--- config.mk ---
export PLATFORM = sky130hd
export DESIGN_NAME = fdr_isqrt
export DESIGN_NICKNAME = d
export VERILOG_FILES = /design/src/hw/rtl/fdr_isqrt.sv
export SDC_FILE = /design/constraint.sdc
export NUM_CORES = 1
export LEC_CHECK = 0
export ABC_CLOCK_PERIOD_IN_PS = 3650
export BUFFER_PORTS_ARGS = -buffer_cell sky130_fd_sc_hd__buf_2
export CAP_MARGIN = 20
export CORE_AREA = 2 2 258 260
export DETAILED_ROUTE_END_ITERATION = 6
export DIE_AREA = 0 0 260 262
export HOLD_SLACK_MARGIN = 0.05
export SYNTH_ARGS = -nofsm -noshare
export SYNTH_HDL_FRONTEND = slang
export SYNTH_SLANG_ARGS = --single-unit
export TNS_END_PERCENT = 20
--- constraint.sdc ---
create_clock -name clk -period 3.65 [get_ports clk]
set_input_delay 0.5475 -clock clk [delete_from_list [all_inputs] [get_ports clk]]
set_output_delay 0.5475 -clock clk [all_outputs]
set_load 0.05 [all_outputs]
--- src/hw/rtl/fdr_isqrt.sv ---
module fdr_isqrt #(
  parameter int N = 15,
  parameter int SIDE_W = 1
) (
  input  logic              clk,
  input  logic              rst,
  input  logic              en,
  input  logic              in_valid,
  input  logic [2*N-1:0]    v,
  input  logic [SIDE_W-1:0] side_in,
  output logic              out_valid,
  output logic [N-1:0]      root,
  output logic [SIDE_W-1:0] side_out
);

  logic [2*N-1:0]    v_s    [N+1];
  logic [N:0]        rem_s  [N+1];
  logic [N-1:0]      root_s [N+1];
  logic              vld_s  [N+1];
  logic [SIDE_W-1:0] side_s [N+1];

  assign v_s[0] = v;
  assign rem_s[0] = '0;
  assign root_s[0] = '0;
  assign vld_s[0] = in_valid;
  assign side_s[0] = side_in;

  // one result bit per stage
  for (genvar k = 0; k < N; k++) begin : g_stage
    logic [N+2:0] t;
    logic [N+2:0] trial;
    logic         ge;

    always_comb begin
      t = {rem_s[k], v_s[k][2*N-1 -: 2]};
      trial = (N+3)'({root_s[k], 2'b01});
      ge = (t >= trial);
    end

    always_ff @(posedge clk) begin
      if (rst) begin
        vld_s[k+1] <= 1'b0;
      end else if (en) begin
        vld_s[k+1] <= vld_s[k];
      end
    end

    always_ff @(posedge clk) begin
      if (en) begin
        v_s[k+1] <= v_s[k] << 2;
        rem_s[k+1] <= ge ? (N+1)'(t - trial) : (N+1)'(t);
        root_s[k+1] <= {root_s[k][N-2:0], ge};
        side_s[k+1] <= side_s[k];
      end
    end
  end

  assign out_valid = vld_s[N];
  assign root = root_s[N];
  assign side_out = side_s[N];

endmodule

==> out/metrics.yaml <==
synth:
  ys_ff_latch: 568
  synth_top_family_by_area: "simple AND/OR/NAND/NOR gates"
  yosysUniqueCellTypes: 71
  ys.flop_type: "edfxtp_1"
  syn_nets: 2062
  synth_xor_area_frac: 0.0505
  syn-mean-instance-area_um2: 13.6
  yosys_warnings: 0
  synth_fa_ha_area_frac: 0.0654
  synth_edf_count: 553
  synth_area_um2: 25800
  synth_mux_area_frac: 0.0281
  async_flop_share: 0
  yosys.area_share.simple: 0.0881
  synth_compound_area_frac: 0.0841
  seq_area_frac_synth: 0.655
  synth_cells: 1892
critical_path:
  critPathLaunch: "g_stage[10].t[2]"
  arrival_ns: 3.49
  cp-end-kind: "flop"
  cp_data_required_time_ns: 3.99
  critPathBufInv: 0
  path_delay_family: "simple AND/OR/NAND/NOR gates"
  r2r_start: "g_stage[10].t[2]"
  cp_max_fo: 12
  path_class: "flop to flop"
  critPathSlowestCell: "or4_4"
  start_kind: "flop"
  max_stage_delay_ns: 0.52
  path_cells: "ha_1 > nor2b_1 > o31a_1 > or4_4 > a31oi_4 > nand2_1 > mux2_2"
final_layout:
  nFillCells: 5811
  fin_cells: 2914
  seqCellArea_um2: 16900
  areaGrowthSynthToFinish_pct: 12.8
  multiInputGateArea_um2: 8170
  fin_nets: 2173
  drive_gt1_frac: 0.104
  n_antenna_cell: 0
die:
  fp.coreArea_um2: 65300
  fp.dieW_um: 260
  io_pins: 52
  dieArea_um2: 68100
  dieHeight_um: 262
  initial_utilization: 0.396
  rows: 94
placement:
  port_buffers: 51
  place_hpwl_um: 30900
  dp.cells: 2800
  globalplace.congestion: 0.855
route:
  postRouteAntennaNets: 0
  drt_first_pass_iters: 5
  via_per_inst: 5.04
  wirelength_um: 43900
  drtIter0Drc: 1264
  wl_per_cell_um: 15.1
  via_count: 14700
  drcViolationCount: 0
power:
  p_comb_frac: 0.144
  p_seq_frac: 0.511
  p_leak_nw: 11.1
  internal-power_mw: 12.3
  p_sw_mw: 4.11
  vdd_ir_drop_max_mv: 0.388
  power_frac_clock: 0.345
  pwr_density_cell_nw_per_um2: 562
  switching_share: 0.251
timing:
  maxSlewViolCount: 0
  relSlewSlack: 0.562
  layout_min_cycle_time_ns: 3.15
  hold_viol_final: 0
  tightest_slew_ns: 0.641
  max_freq_mhz: 318
  setup_violations: 0
  fin_crit_sh: 0.862
  grt_setup_unrepaired: "false"
  setup_tns_ns: 0
  finClkSkew_ns: 0.0399
global_route:
  grt_pass1_wl_um: 71700
  grt_pass1_vias: 14300
  grt_max_degree: 110
  grtUsageTotal: 0.130
  antenna_found_initial: 1
  grt_remaining_overflow: 0
min_path:
  hp-class: "primary input to flop"
  holdCritStartpoint: "v[20]"
cts:
  clk_latency_ns: 0.63
  cts_buffers: 58
  cts.sinks: 568
  clockBufferDepth: 3
  cts-root-buf: "clkbuf_16"
  clk_pin_slew_ns: 0.06
  htreeDepth: 2
  cts_tree: "done"
  postCtsSetupBuffers: 0
run_status:
  status: "finished, final reports clean"
job:
  maxCapViolations: 0
==> layout make-up <==
class                      instances  area share
clock inverter                    35      0.0111
inverter                         170      0.0219
sequential                       568       0.580
multi-input combinational       1131       0.280
timing repair buffer              74      0.0174
tap                              864      0.0371
clock buffer                      72      0.0516
==> logic make-up after synthesis <==
family                     after synthesis
muxes                                   67
buffers and inverters                  193
xor gates and xnor gates               149
DFF                                    568
adders and majority gates              135
other                                    1
and+or+nand+nor                        445
AOI/OAI and AO/OA                      334
==> power groups by stage <==
stage	registers [mW]	clock network, mW	logic (mW)
after CTS	8.38	5.85	2.35
after global routing	8.44	6.11	2.65
after detailed placement	8.51	0	2.33
final	8.37	5.65	2.35
after global placement	8.50	0	2.28
after floorplan	8.39	0	1.74
==> worst paths after layout <==
check                                        end  slack, ns  cells after the start
worst min register to register          v_s[350]       0.41                      0
worst max-delay path            g_stage[11].t[8]       0.50                      7
worst min-delay path                    v_s[442]       0.09                      1
worst max register to register  g_stage[11].t[8]       0.50                      7
==> placed cells by master, fill, tap and decap left out, types with 16 or more instances in the layout <==
| cell | synthesis | routed |
|---|---|---|
| o21a_1 | 40 | 40 |
| clkbuf_16 | 0 | 58 |
| a211oi_1 | 16 | 16 |
| nor2_1 | 118 | 118 |
| nand3_1 | 35 | 35 |
| nor4_1 | 23 | 23 |
| nand2b_1 | 16 | 16 |
| xnor2_1 | 88 | 88 |
| nand2_1 | 82 | 82 |
| a21oi_1 | 89 | 89 |
| nor3_1 | 39 | 39 |
| inv_1 | 167 | 167 |
| buf_2 | 8 | 50 |
| edfxtp_1 | 553 | 553 |
| nand4_1 | 17 | 17 |
| ha_1 | 135 | 135 |
| or3_1 | 21 | 21 |
| xor2_1 | 61 | 61 |
| a21o_1 | 20 | 20 |
| nor2b_1 | 18 | 18 |
| mux2i_1 | 26 | 26 |
| o21ai_0 | 70 | 70 |
| mux2_2 | 40 | 40 |
==> cell usage after synthesis, drive strengths merged (35+ instances only) <==
library cell | number | area [µm²]
edfxtp | 553 | 16600
inv | 168 | 631
ha | 135 | 1690
nor2 | 118 | 443
a21oi | 90 | 454
xnor2 | 88 | 771
nand2 | 82 | 308
o21ai | 71 | 355
xor2 | 61 | 534
mux2 | 41 | 465
nor3 | 40 | 211
o21a | 40 | 300
nand3 | 35 | 175
==> what timing repair did <==
action | CTS | global route
endpoints found under the hold margin | 7 | 0
hold buffers | 7 | 0
gates resized for setup | 0 | 0
==> metrics by stage <==
stage                     hold WS, ns  utilization  setup slack, ns  power [mW]  cell area, µm²
after CTS                      0.0500        0.446            0.524        16.6           29100
after floorplan                 0.400            -            0.932        10.1           25800
after global routing           0.0552        0.446            0.305        17.2           29100
final                          0.0947        0.446            0.505        16.4           29100
after global placement          0.401        0.417            0.580        10.8           27200
after detailed placement        0.405        0.417            0.574        10.8           27200
==> state kept, by name, summed over array words and instances, names as in the netlist <==
signal         flops
g_stage.t        236
g_stage.trial    105
out_valid          1
root              15
side_out           1
side_s            14
v_s              182
vld_s             14
==> routing by layer <==
layer,GRT usage,share of wire,vias up
met3,0.0254,0.045,100
li1,-,-,7277
met1,0.168,0.45,7018
met4,0.0439,0.029,0
met5,0,0,-
met2,0.218,0.48,287
Note: power is estimated with default switching activity, not from simulation.
