==> config.mk <==
export PLATFORM = sky130hd
export DESIGN_NAME = fdr_div
export DESIGN_NICKNAME = d
export VERILOG_FILES = /design/src/hw/rtl/fdr_div.sv
export SDC_FILE = /design/constraint.sdc
export NUM_CORES = 1
export LEC_CHECK = 0
export ABC_AREA = 1
export BUFFER_PORTS_ARGS = -buffer_cell sky130_fd_sc_hd__buf_2
export CORE_ASPECT_RATIO = 1.1
export CORE_MARGIN = 2
export CORE_UTILIZATION = 55
export DETAILED_ROUTE_END_ITERATION = 12
export PLACE_DENSITY = 0.71
export SETUP_SLACK_MARGIN = 0.5
export SYNTH_ARGS = -nofsm -noshare
export SYNTH_HDL_FRONTEND = slang
export SYNTH_SLANG_ARGS = --single-unit
==> constraint.sdc <==
create_clock -name clk -period 5.2 [get_ports clk]
set_input_delay 0.78 -clock clk [delete_from_list [all_inputs] [get_ports clk]]
set_output_delay 0.78 -clock clk [all_outputs]
set_load 0.02 [all_outputs]
==> src/hw/rtl/fdr_div.sv <==
module fdr_div #(
  parameter int W = 16,
  parameter int Q = 14,
  parameter int LANES = 1,
  parameter int SIDE_W = 1
) (
  input  logic                      clk,
  input  logic                      rst,
  input  logic                      en,
  input  logic                      in_valid,
  input  logic [LANES-1:0][W-1:0]   rem0,
  input  logic [LANES-1:0][W-1:0]   den,
  input  logic [LANES-1:0][Q-1:0]   low,
  input  logic [SIDE_W-1:0]         side_in,
  output logic                      out_valid,
  output logic [LANES-1:0][Q-1:0]   quo,
  output logic [SIDE_W-1:0]         side_out
);

  logic [LANES-1:0][W-1:0] rem_s  [Q+1];
  logic [LANES-1:0][W-1:0] den_s  [Q+1];
  logic [LANES-1:0][Q-1:0] low_s  [Q+1];
  logic [LANES-1:0][Q-1:0] quo_s  [Q+1];
  logic                    vld_s  [Q+1];
  logic [SIDE_W-1:0]       side_s [Q+1];

  assign rem_s[0] = rem0;
  assign den_s[0] = den;
  assign low_s[0] = low;
  assign quo_s[0] = '0;
  assign vld_s[0] = in_valid;
  assign side_s[0] = side_in;

  // restoring division, one quotient bit per stage
  for (genvar k = 0; k < Q; k++) begin : g_stage
    logic [LANES-1:0][W-1:0] nrem;
    logic [LANES-1:0]        qb;
    logic [W:0]              t;

    always_comb begin
      for (int l = 0; l < LANES; l++) begin
        t = {rem_s[k][l], low_s[k][l][Q-1]};
        qb[l] = (t >= {1'b0, den_s[k][l]});
        nrem[l] = qb[l] ? W'(t - {1'b0, den_s[k][l]}) : W'(t);
      end
    end

    always_ff @(posedge clk) begin
      if (rst) begin
        vld_s[k+1] <= 1'b0;
      end else if (en) begin
        vld_s[k+1] <= vld_s[k];
      end
    end

    always_ff @(posedge clk) begin
      if (en) begin
        rem_s[k+1] <= nrem;
        den_s[k+1] <= den_s[k];
        side_s[k+1] <= side_s[k];
        for (int l = 0; l < LANES; l++) begin
          low_s[k+1][l] <= low_s[k][l] << 1;
          quo_s[k+1][l] <= {quo_s[k][l][Q-2:0], qb[l]};
        end
      end
    end
  end

  assign out_valid = vld_s[Q];
  assign quo = quo_s[Q];
  assign side_out = side_s[Q];

endmodule

==> impl_metrics.py, run 1 <==
metrics = {
    "route": {
        "wire_length_per_cell_um": 17.0,
        "route.detailed.vias_per_inst": 5.20,
        "via_count": 28000,
        "wl_um": 91400,
        "dr.first_iter.drc_count": 1775,
        "remaining_drc_errors": 0,
        "final_ant_viol_nets": 0,
        "first_pass_iters": 6,
    },
    "cells_and_area": {
        "diodes": 0,
        "post_layout_nonfiller_instances": 5378,
        "final_common_cell": "sky130_fd_sc_hd__nand2_1",
        "leading_cell_types_in_the_layout_fill_and_taps_excluded": "sky130_fd_sc_hd__nand2_1, sky130_fd_sc_hd__inv_1, sky130_fd_sc_hd__edfxtp_1",
        "filler_cell_count": 6033,
        "area_delta_synth_final_pct": 9.42,
        "fraction_of_layout_cells_with_a_size_suffix_above_1_pct": 6.27,
        "nets": 4742,
        "postLayoutCellArea_um2": 40900,
    },
    "floorplan": {
        "die-area_um2": 70100,
        "boundaryPins": 67,
        "fp.coreArea_um2": 67400,
        "die_height_um": 277,
        "floorplan.initialDensity_pct": 55.4,
        "row_count": 100,
        "chipWidth_um": 253,
    },
    "cts": {
        "cts_setup_buffers": 0,
        "cts_resized": 0,
        "tritoncts_num_sinks": 640,
        "cts-buffers-inserted": 70,
        "cts-root-buf": "sky130_fd_sc_hd__clkbuf_16",
        "tritoncts_clock_tree": "built",
        "worst_setup_hold_path_clk_slew_ps": 60,
        "htree_num_levels": 3,
        "max-clock-path-buffers": 3,
        "postCtsHoldBufs": 0,
        "clkLatencyLatePin_ps": 650,
    },
    "worst_setup_path": {
        "criticalPathCategory": "reg -> reg",
        "critical_path.max_fanout": 17,
        "worstSetupStartpointType": "register",
        "critical_path_rt_ps": 5560,
        "timing.reg2reg.setup_slack_ps": 2540,
        "timing.critical_path.arrival_ps": 3020,
        "element_type_at_the_critical_path_end": "register",
    },
    "global_route": {
        "grt_overflow_total": 0,
        "global_route_wire_length_before_repair_um": 143000,
        "grt_antenna_before_repair": 1,
        "first_global_vias": 27600,
        "grt_start_max_net_pins": 121,
        "globalRouteTotalUtil_pct": 26.3,
    },
    "sta": {
        "tightest_slew_ps": 1000,
        "setup_viol_count_final": 0,
        "layout_min_cycle_time_ps": 2660,
        "rsz0062_at_grt": "false",
        "final.setup.tns_ps": 0,
        "clock_skew_ps": 39.6,
        "timing_max_transition_violations_final": 0,
        "slew_headroom_pct": 32.6,
        "timing.final.crit_share_pct": 51.2,
        "final-hold-violation-count": 0,
        "max_clock_freq_ghz": 0.376,
    },
    "placement": {
        "buffer_ports.inserted": 66,
        "gpl.final_weighted_congestion": 0.912,
        "dp_hpwl_um": 70800,
        "placed_area_um2": 38500,
        "cell_count_after_placement": 5249,
    },
    "synth": {
        "synth_seq_area_share_pct": 51.0,
        "synthesis_warnings": 0,
        "combinational_family_with_the_most_area_after_synthesis": "simple AND/OR/NAND/NOR gates",
        "post_synth.cell_area_avg_um2": 8.56,
        "synth_simple_gate_area_share_pct": 26.7,
        "mappedNetlistArea_um2": 37400,
        "postSynthNetCount": 4656,
        "postSynthRegisterBits": 640,
        "post_synth_mux_area_share_pct": 0,
        "synthCells": 4368,
        "share_of_the_synthesized_area_in_compound_gates_ao_oa_aoi_oai_pct": 2.45,
        "synth_area_in_adders_pct": 8.19,
        "yosysTopAreaCell": "sky130_fd_sc_hd__edfxtp_1",
        "netlist.area_leader.share_pct": 50.3,
        "netlist_top_cells_area": "sky130_fd_sc_hd__edfxtp_1, sky130_fd_sc_hd__nand2_1, sky130_fd_sc_hd__inv_1, sky130_fd_sc_hd__ha_1, sky130_fd_sc_hd__nand3_1",
        "synthDistinctLibCells": 40,
        "yosys.area_share.xor_xnor_pct": 1.90,
    },
    "job": {
        "maxCapViolCount": 0,
    },
    "status": {
        "status": "completed",
    },
    "hold_path": {
        "min-delay-path-class": "in -> reg",
    },
    "power": {
        "power_density_nw_per_um2": 549,
        "max-vdd-ir-drop_mv": 0.261,
        "cellLeakagePower_nw": 20.5,
    },
}
## registers in the layout, indices dropped and copies added, names as in the netlist
signal / cells
quo: 14
vld_s: 13
quo_s: 91
side_s: 13
g_stage.t: 221
out_valid: 1
low_s: 78
den_s: 208
side_out: 1
## logic make-up after synthesis
logic type,count (synthesis)
xor+xnor,81
simple gates,2334
buf+inv,904
compound gates,172
flops,640
fa+ha+maj,237
## critical path, cell delays in order (launching register included)
cell	delay (ps)
sky130_fd_sc_hd__edfxtp_1	460
sky130_fd_sc_hd__inv_1	70
sky130_fd_sc_hd__ha_1	390
sky130_fd_sc_hd__nand2_1	120
sky130_fd_sc_hd__inv_1	60
sky130_fd_sc_hd__nand2_1	60
sky130_fd_sc_hd__nand2_1	50
sky130_fd_sc_hd__and3_1	170
sky130_fd_sc_hd__nor2_4	440
sky130_fd_sc_hd__nand2_4	290
sky130_fd_sc_hd__nand2_1	130
sky130_fd_sc_hd__nand2_1	120
## layout make-up
| class | count | area, um2 | share of cell area (%) |
|---|---|---|---|
| Sequential cell | 640 | 19100 | 46.6 |
| Timing Repair Buffer | 77 | 473 | 1.16 |
| Multi-Input combinational cell | 2824 | 14700 | 35.9 |
| Clock buffer | 78 | 1780 | 4.36 |
| Clock inverter | 51 | 649 | 1.59 |
| Inverter | 841 | 3160 | 7.72 |
| Tap cell | 867 | 1080 | 2.65 |
## per-layer routing
| metal | vias to the layer above | track usage, % | wire (um) |
|---|---|---|---|
| met1 | 12800 | 27.8 | 33700 |
| met3 | 295 | 3.06 | 3380 |
| li1 | 14100 | - | - |
| met5 | - | 0 | 13 |
| met4 | 2 | 16.4 | 5890 |
| met2 | 713 | 49.4 | 48500 |
## power by group
| part | switching [W] | total [W] | internal (W) |
|---|---|---|---|
| combinational | 0.00635 | 0.00947 | 0.00312 |
| sequential | 0.000633 | 0.00780 | 0.00717 |
| clock | 0.00221 | 0.00517 | 0.00296 |
| total | 0.00920 | 0.0224 | 0.0132 |
## cells in the mapped netlist, drive strengths merged
| cell type | instances |
|---|---|
| xnor2 | 18 |
| nand3b | 28 |
| a21o | 1 |
| ha | 224 |
| nand2 | 1622 |
| o21bai | 7 |
| a21boi | 3 |
| or2 | 9 |
| nand3 | 373 |
| nor2 | 189 |
| xor2 | 63 |
| o21a | 10 |
| nor3 | 31 |
| o21ai | 15 |
| edfxtp | 626 |
| dfxtp | 14 |
| nand4 | 60 |
| a21oi | 136 |
| inv | 841 |
| and2 | 12 |
| nor4 | 5 |
| clkbuf | 6 |
| buf | 57 |
| and3 | 5 |
| fa | 13 |
## path summary, 6_finish.rpt
kind,end,startpoint,cells after the start
setup reg to reg,g_stage[3].t[6]$_DFFE_PP_,den_s[203]$_DFFE_PP_,11
hold / removal,side_s[13]$_DFFE_PP_,side_in,1
hold reg to reg,quo_s[142]$_DFFE_PP_,quo_s[155]$_DFFE_PP_,0
setup / recovery,g_stage[3].t[6]$_DFFE_PP_,den_s[203]$_DFFE_PP_,11
## stage by stage
stage | util, % | power, W | hold WS [ps] | worst slack (ps)
2_1_floorplan | - | 0.0147 | 400 | 2910
3_3_place_gp | 57.1 | 0.0171 | 400 | 2360
3_5_place_dp | 57.1 | 0.0173 | 405 | 2310
4_1_cts | 60.7 | 0.0225 | 291 | 2540
5_1_grt | 60.7 | 0.0241 | 298 | 2380
6_report | 60.7 | 0.0224 | 317 | 2540
Power figures use the tool's default switching activity.
==> inputs of run 2 (changes only) <==
==> constraint.sdc (replaced) <==
create_clock -name clk -period 2.6 [get_ports clk]
set_input_delay 0.39 -clock clk [delete_from_list [all_inputs] [get_ports clk]]
set_output_delay 0.39 -clock clk [all_outputs]
set_load 0.02 [all_outputs]
==> run 2 against run 1 <==
Compared with the run above:
- cell area grew 14%
- setup slack worse by 2100 ps
- global-route usage grew 0.42 points
- die area did not move
- clock skew down 14 ps
- worst hold slack lost 290 ps
- highest routed layer is now met4
==> impl_metrics.py, run 2 (same netlist as run 1, synthesis figures left out) <==
metrics = {
    "status": {
        "status": "completed",
    },
    "cells_and_area": {
        "area_delta_synth_final_pct": 24.5,
        "combined_area_of_the_multi_input_logic_cells_um2": 17800,
        "filler_cell_count": 5120,
        "postLayoutCellArea_um2": 46500,
        "flip_flop_count_of_the_largest_register_after_layout": 221,
        "fraction_of_layout_cells_with_a_size_suffix_above_1_pct": 21.1,
        "layout.core_utilization_pct": 69.0,
        "final_common_cell": "sky130_fd_sc_hd__nand2_1",
        "nets": 5046,
        "diodes": 0,
        "register_area_um2": 19100,
        "leading_cell_types_in_the_layout_fill_and_taps_excluded": "sky130_fd_sc_hd__nand2_1, sky130_fd_sc_hd__inv_1, sky130_fd_sc_hd__edfxtp_1",
    },
    "worst_setup_path": {
        "cp.buffers_inverters": 3,
        "element_type_at_the_critical_path_end": "register",
        "r2r.worst_path.cells": 11,
        "worstSetupStartpointType": "register",
        "critical_path_origin": "den_s[197]$_DFFE_PP_",
        "cp_cell_sequence": "inv_2 -> ha_4 -> nand2_2 -> nor2_2 -> nand2_1 -> o21ai_2 -> nor2_4 -> buf_6 -> buf_8 -> nand3_2 -> nand2_1",
        "r2r-start": "den_s[197]$_DFFE_PP_",
        "slowest_delay_ps": 460,
        "timing.critical_path.arrival_ps": 2470,
        "critPathMostFrequentCell": "sky130_fd_sc_hd__nand2_1",
        "timing.reg2reg.setup_slack_ps": 480,
        "critical_path.max_fanout": 5,
        "path_delay_family": "simple AND/OR/NAND/NOR gates",
        "critical_path_rt_ps": 2940,
        "critical-path-slowest-cell": "sky130_fd_sc_hd__edfxtp_1",
        "criticalPathCategory": "reg -> reg",
        "path_length_in_cells_of_the_critical_path": 11,
        "reg2reg_to": "g_stage[3].t[7]$_DFFE_PP_",
        "endpoint": "g_stage[3].t[7]$_DFFE_PP_",
    },
    "sta": {
        "slew_headroom_pct": 68.2,
        "rsz0062_at_grt": "true",
        "final.setup.tns_ps": 0,
        "timing_max_transition_violations_final": 0,
        "final-hold-violation-count": 0,
        "tightest_slew_ps": 475,
        "layout_min_cycle_time_ps": 2120,
        "setup_viol_count_final": 0,
        "max_clock_freq_ghz": 0.471,
        "clock_skew_ps": 25.1,
        "timing.final.crit_share_pct": 81.7,
    },
    "power": {
        "max-vdd-ir-drop_mv": 0.709,
        "power_density_nw_per_um2": 1080,
        "cellLeakagePower_nw": 22.1,
        "pwr_total_w": 0.0504,
    },
    "route": {
        "route.detailed.vias_per_inst": 5.27,
        "wire_length_per_cell_um": 17.4,
        "via_count": 29900,
        "final_ant_viol_nets": 0,
        "wl_um": 99000,
        "dr.first_iter.drc_count": 1974,
        "remaining_drc_errors": 0,
        "first_pass_iters": 6,
    },
    "global_route": {
        "grt_antenna_before_repair": 0,
        "grt_start_max_net_pins": 78,
        "grt_overflow_total": 0,
        "global_route_wire_length_before_repair_um": 146000,
        "first_global_vias": 28200,
        "globalRouteTotalUtil_pct": 26.8,
    },
    "placement": {
        "placed_area_um2": 39000,
        "dp_hpwl_um": 70700,
        "buffer_ports.inserted": 66,
        "gpl.final_weighted_congestion": 0.936,
    },
    "hold_path": {
        "hold_path_depth": 1,
        "hold_path.startpoint": "den[0]",
        "min-delay-path-class": "in -> reg",
    },
    "floorplan": {
        "row_count": 100,
        "die-area_um2": 70100,
        "boundaryPins": 67,
        "floorplan.initialDensity_pct": 55.4,
        "fp.coreArea_um2": 67400,
        "chipWidth_um": 253,
        "die_height_um": 277,
    },
    "cts": {
        "clkLatencyLatePin_ps": 620,
        "worst_setup_hold_path_clk_slew_ps": 60,
        "cts-root-buf": "sky130_fd_sc_hd__clkbuf_16",
        "tritoncts_clock_tree": "built",
        "tritoncts_num_sinks": 640,
        "cts-buffers-inserted": 70,
        "htree_num_levels": 3,
        "max-clock-path-buffers": 3,
    },
    "job": {
        "maxCapViolCount": 0,
    },
}
==> run 2: layout make-up <==
class                   count  share of cell area, %
inverters                 841                   6.80
clock buffers              86                   4.07
multi-input cells        2836                   38.3
clock inverters            36                  0.758
repair buffers            369                   6.73
well taps                 867                   2.33
flip-flops and latches    640                   41.0
==> run 2: metal layers <==
metal / vias to the layer above / routed length, um / global-route usage (%)
met1: 14000 / 38000 / 31.0
met5: - / 0 / 0
met3: 274 / 4290 / 3.45
li1: 14800 / - / -
met4: 0 / 5330 / 13.0
met2: 866 / 51400 / 48.5
==> run 2: repair_timing <==
item	4_1_cts	5_1_grt
hold buffers	27	0
gates resized for setup	171	439
gates cloned	1	14
setup endpoints to repair	189	194
setup buffers	76	138
pin swaps	19	110
hold endpoints to repair	27	0
==> run 2: report_power, final <==
group          leakage (nW)  internal, W  switching [W]
clock                  1.09      0.00578        0.00404
sequential             6.26       0.0144        0.00172
combinational          14.8      0.00985         0.0147
total                  22.1       0.0300         0.0204
==> run 2: worst min-delay path by stage <==
stage               slack, ps                         end
floorplan                 400  g_stage[10].t[0]$_DFFE_PP_
global placement          400         quo_s[65]$_DFFE_PP_
detailed placement        400         low_s[68]$_DFFE_PP_
CTS                        10      vld_s[13]$_SDFFE_PP0P_
global route               30        den_s[208]$_DFFE_PP_
finish                     30        den_s[208]$_DFFE_PP_
==> run 2: per-stage QoR <==
step / setup WS (ps) / hold WS (ps) / instances
after floorplan: 660 / 400 / 4368
after global routing: 388 / 28.0 / 5675
after detailed placement: 85.9 / 405 / 5297
after CTS: 479 / 12.4 / 5523
after global placement: 109 / 401 / 5297
final: 476 / 29.5 / 5675
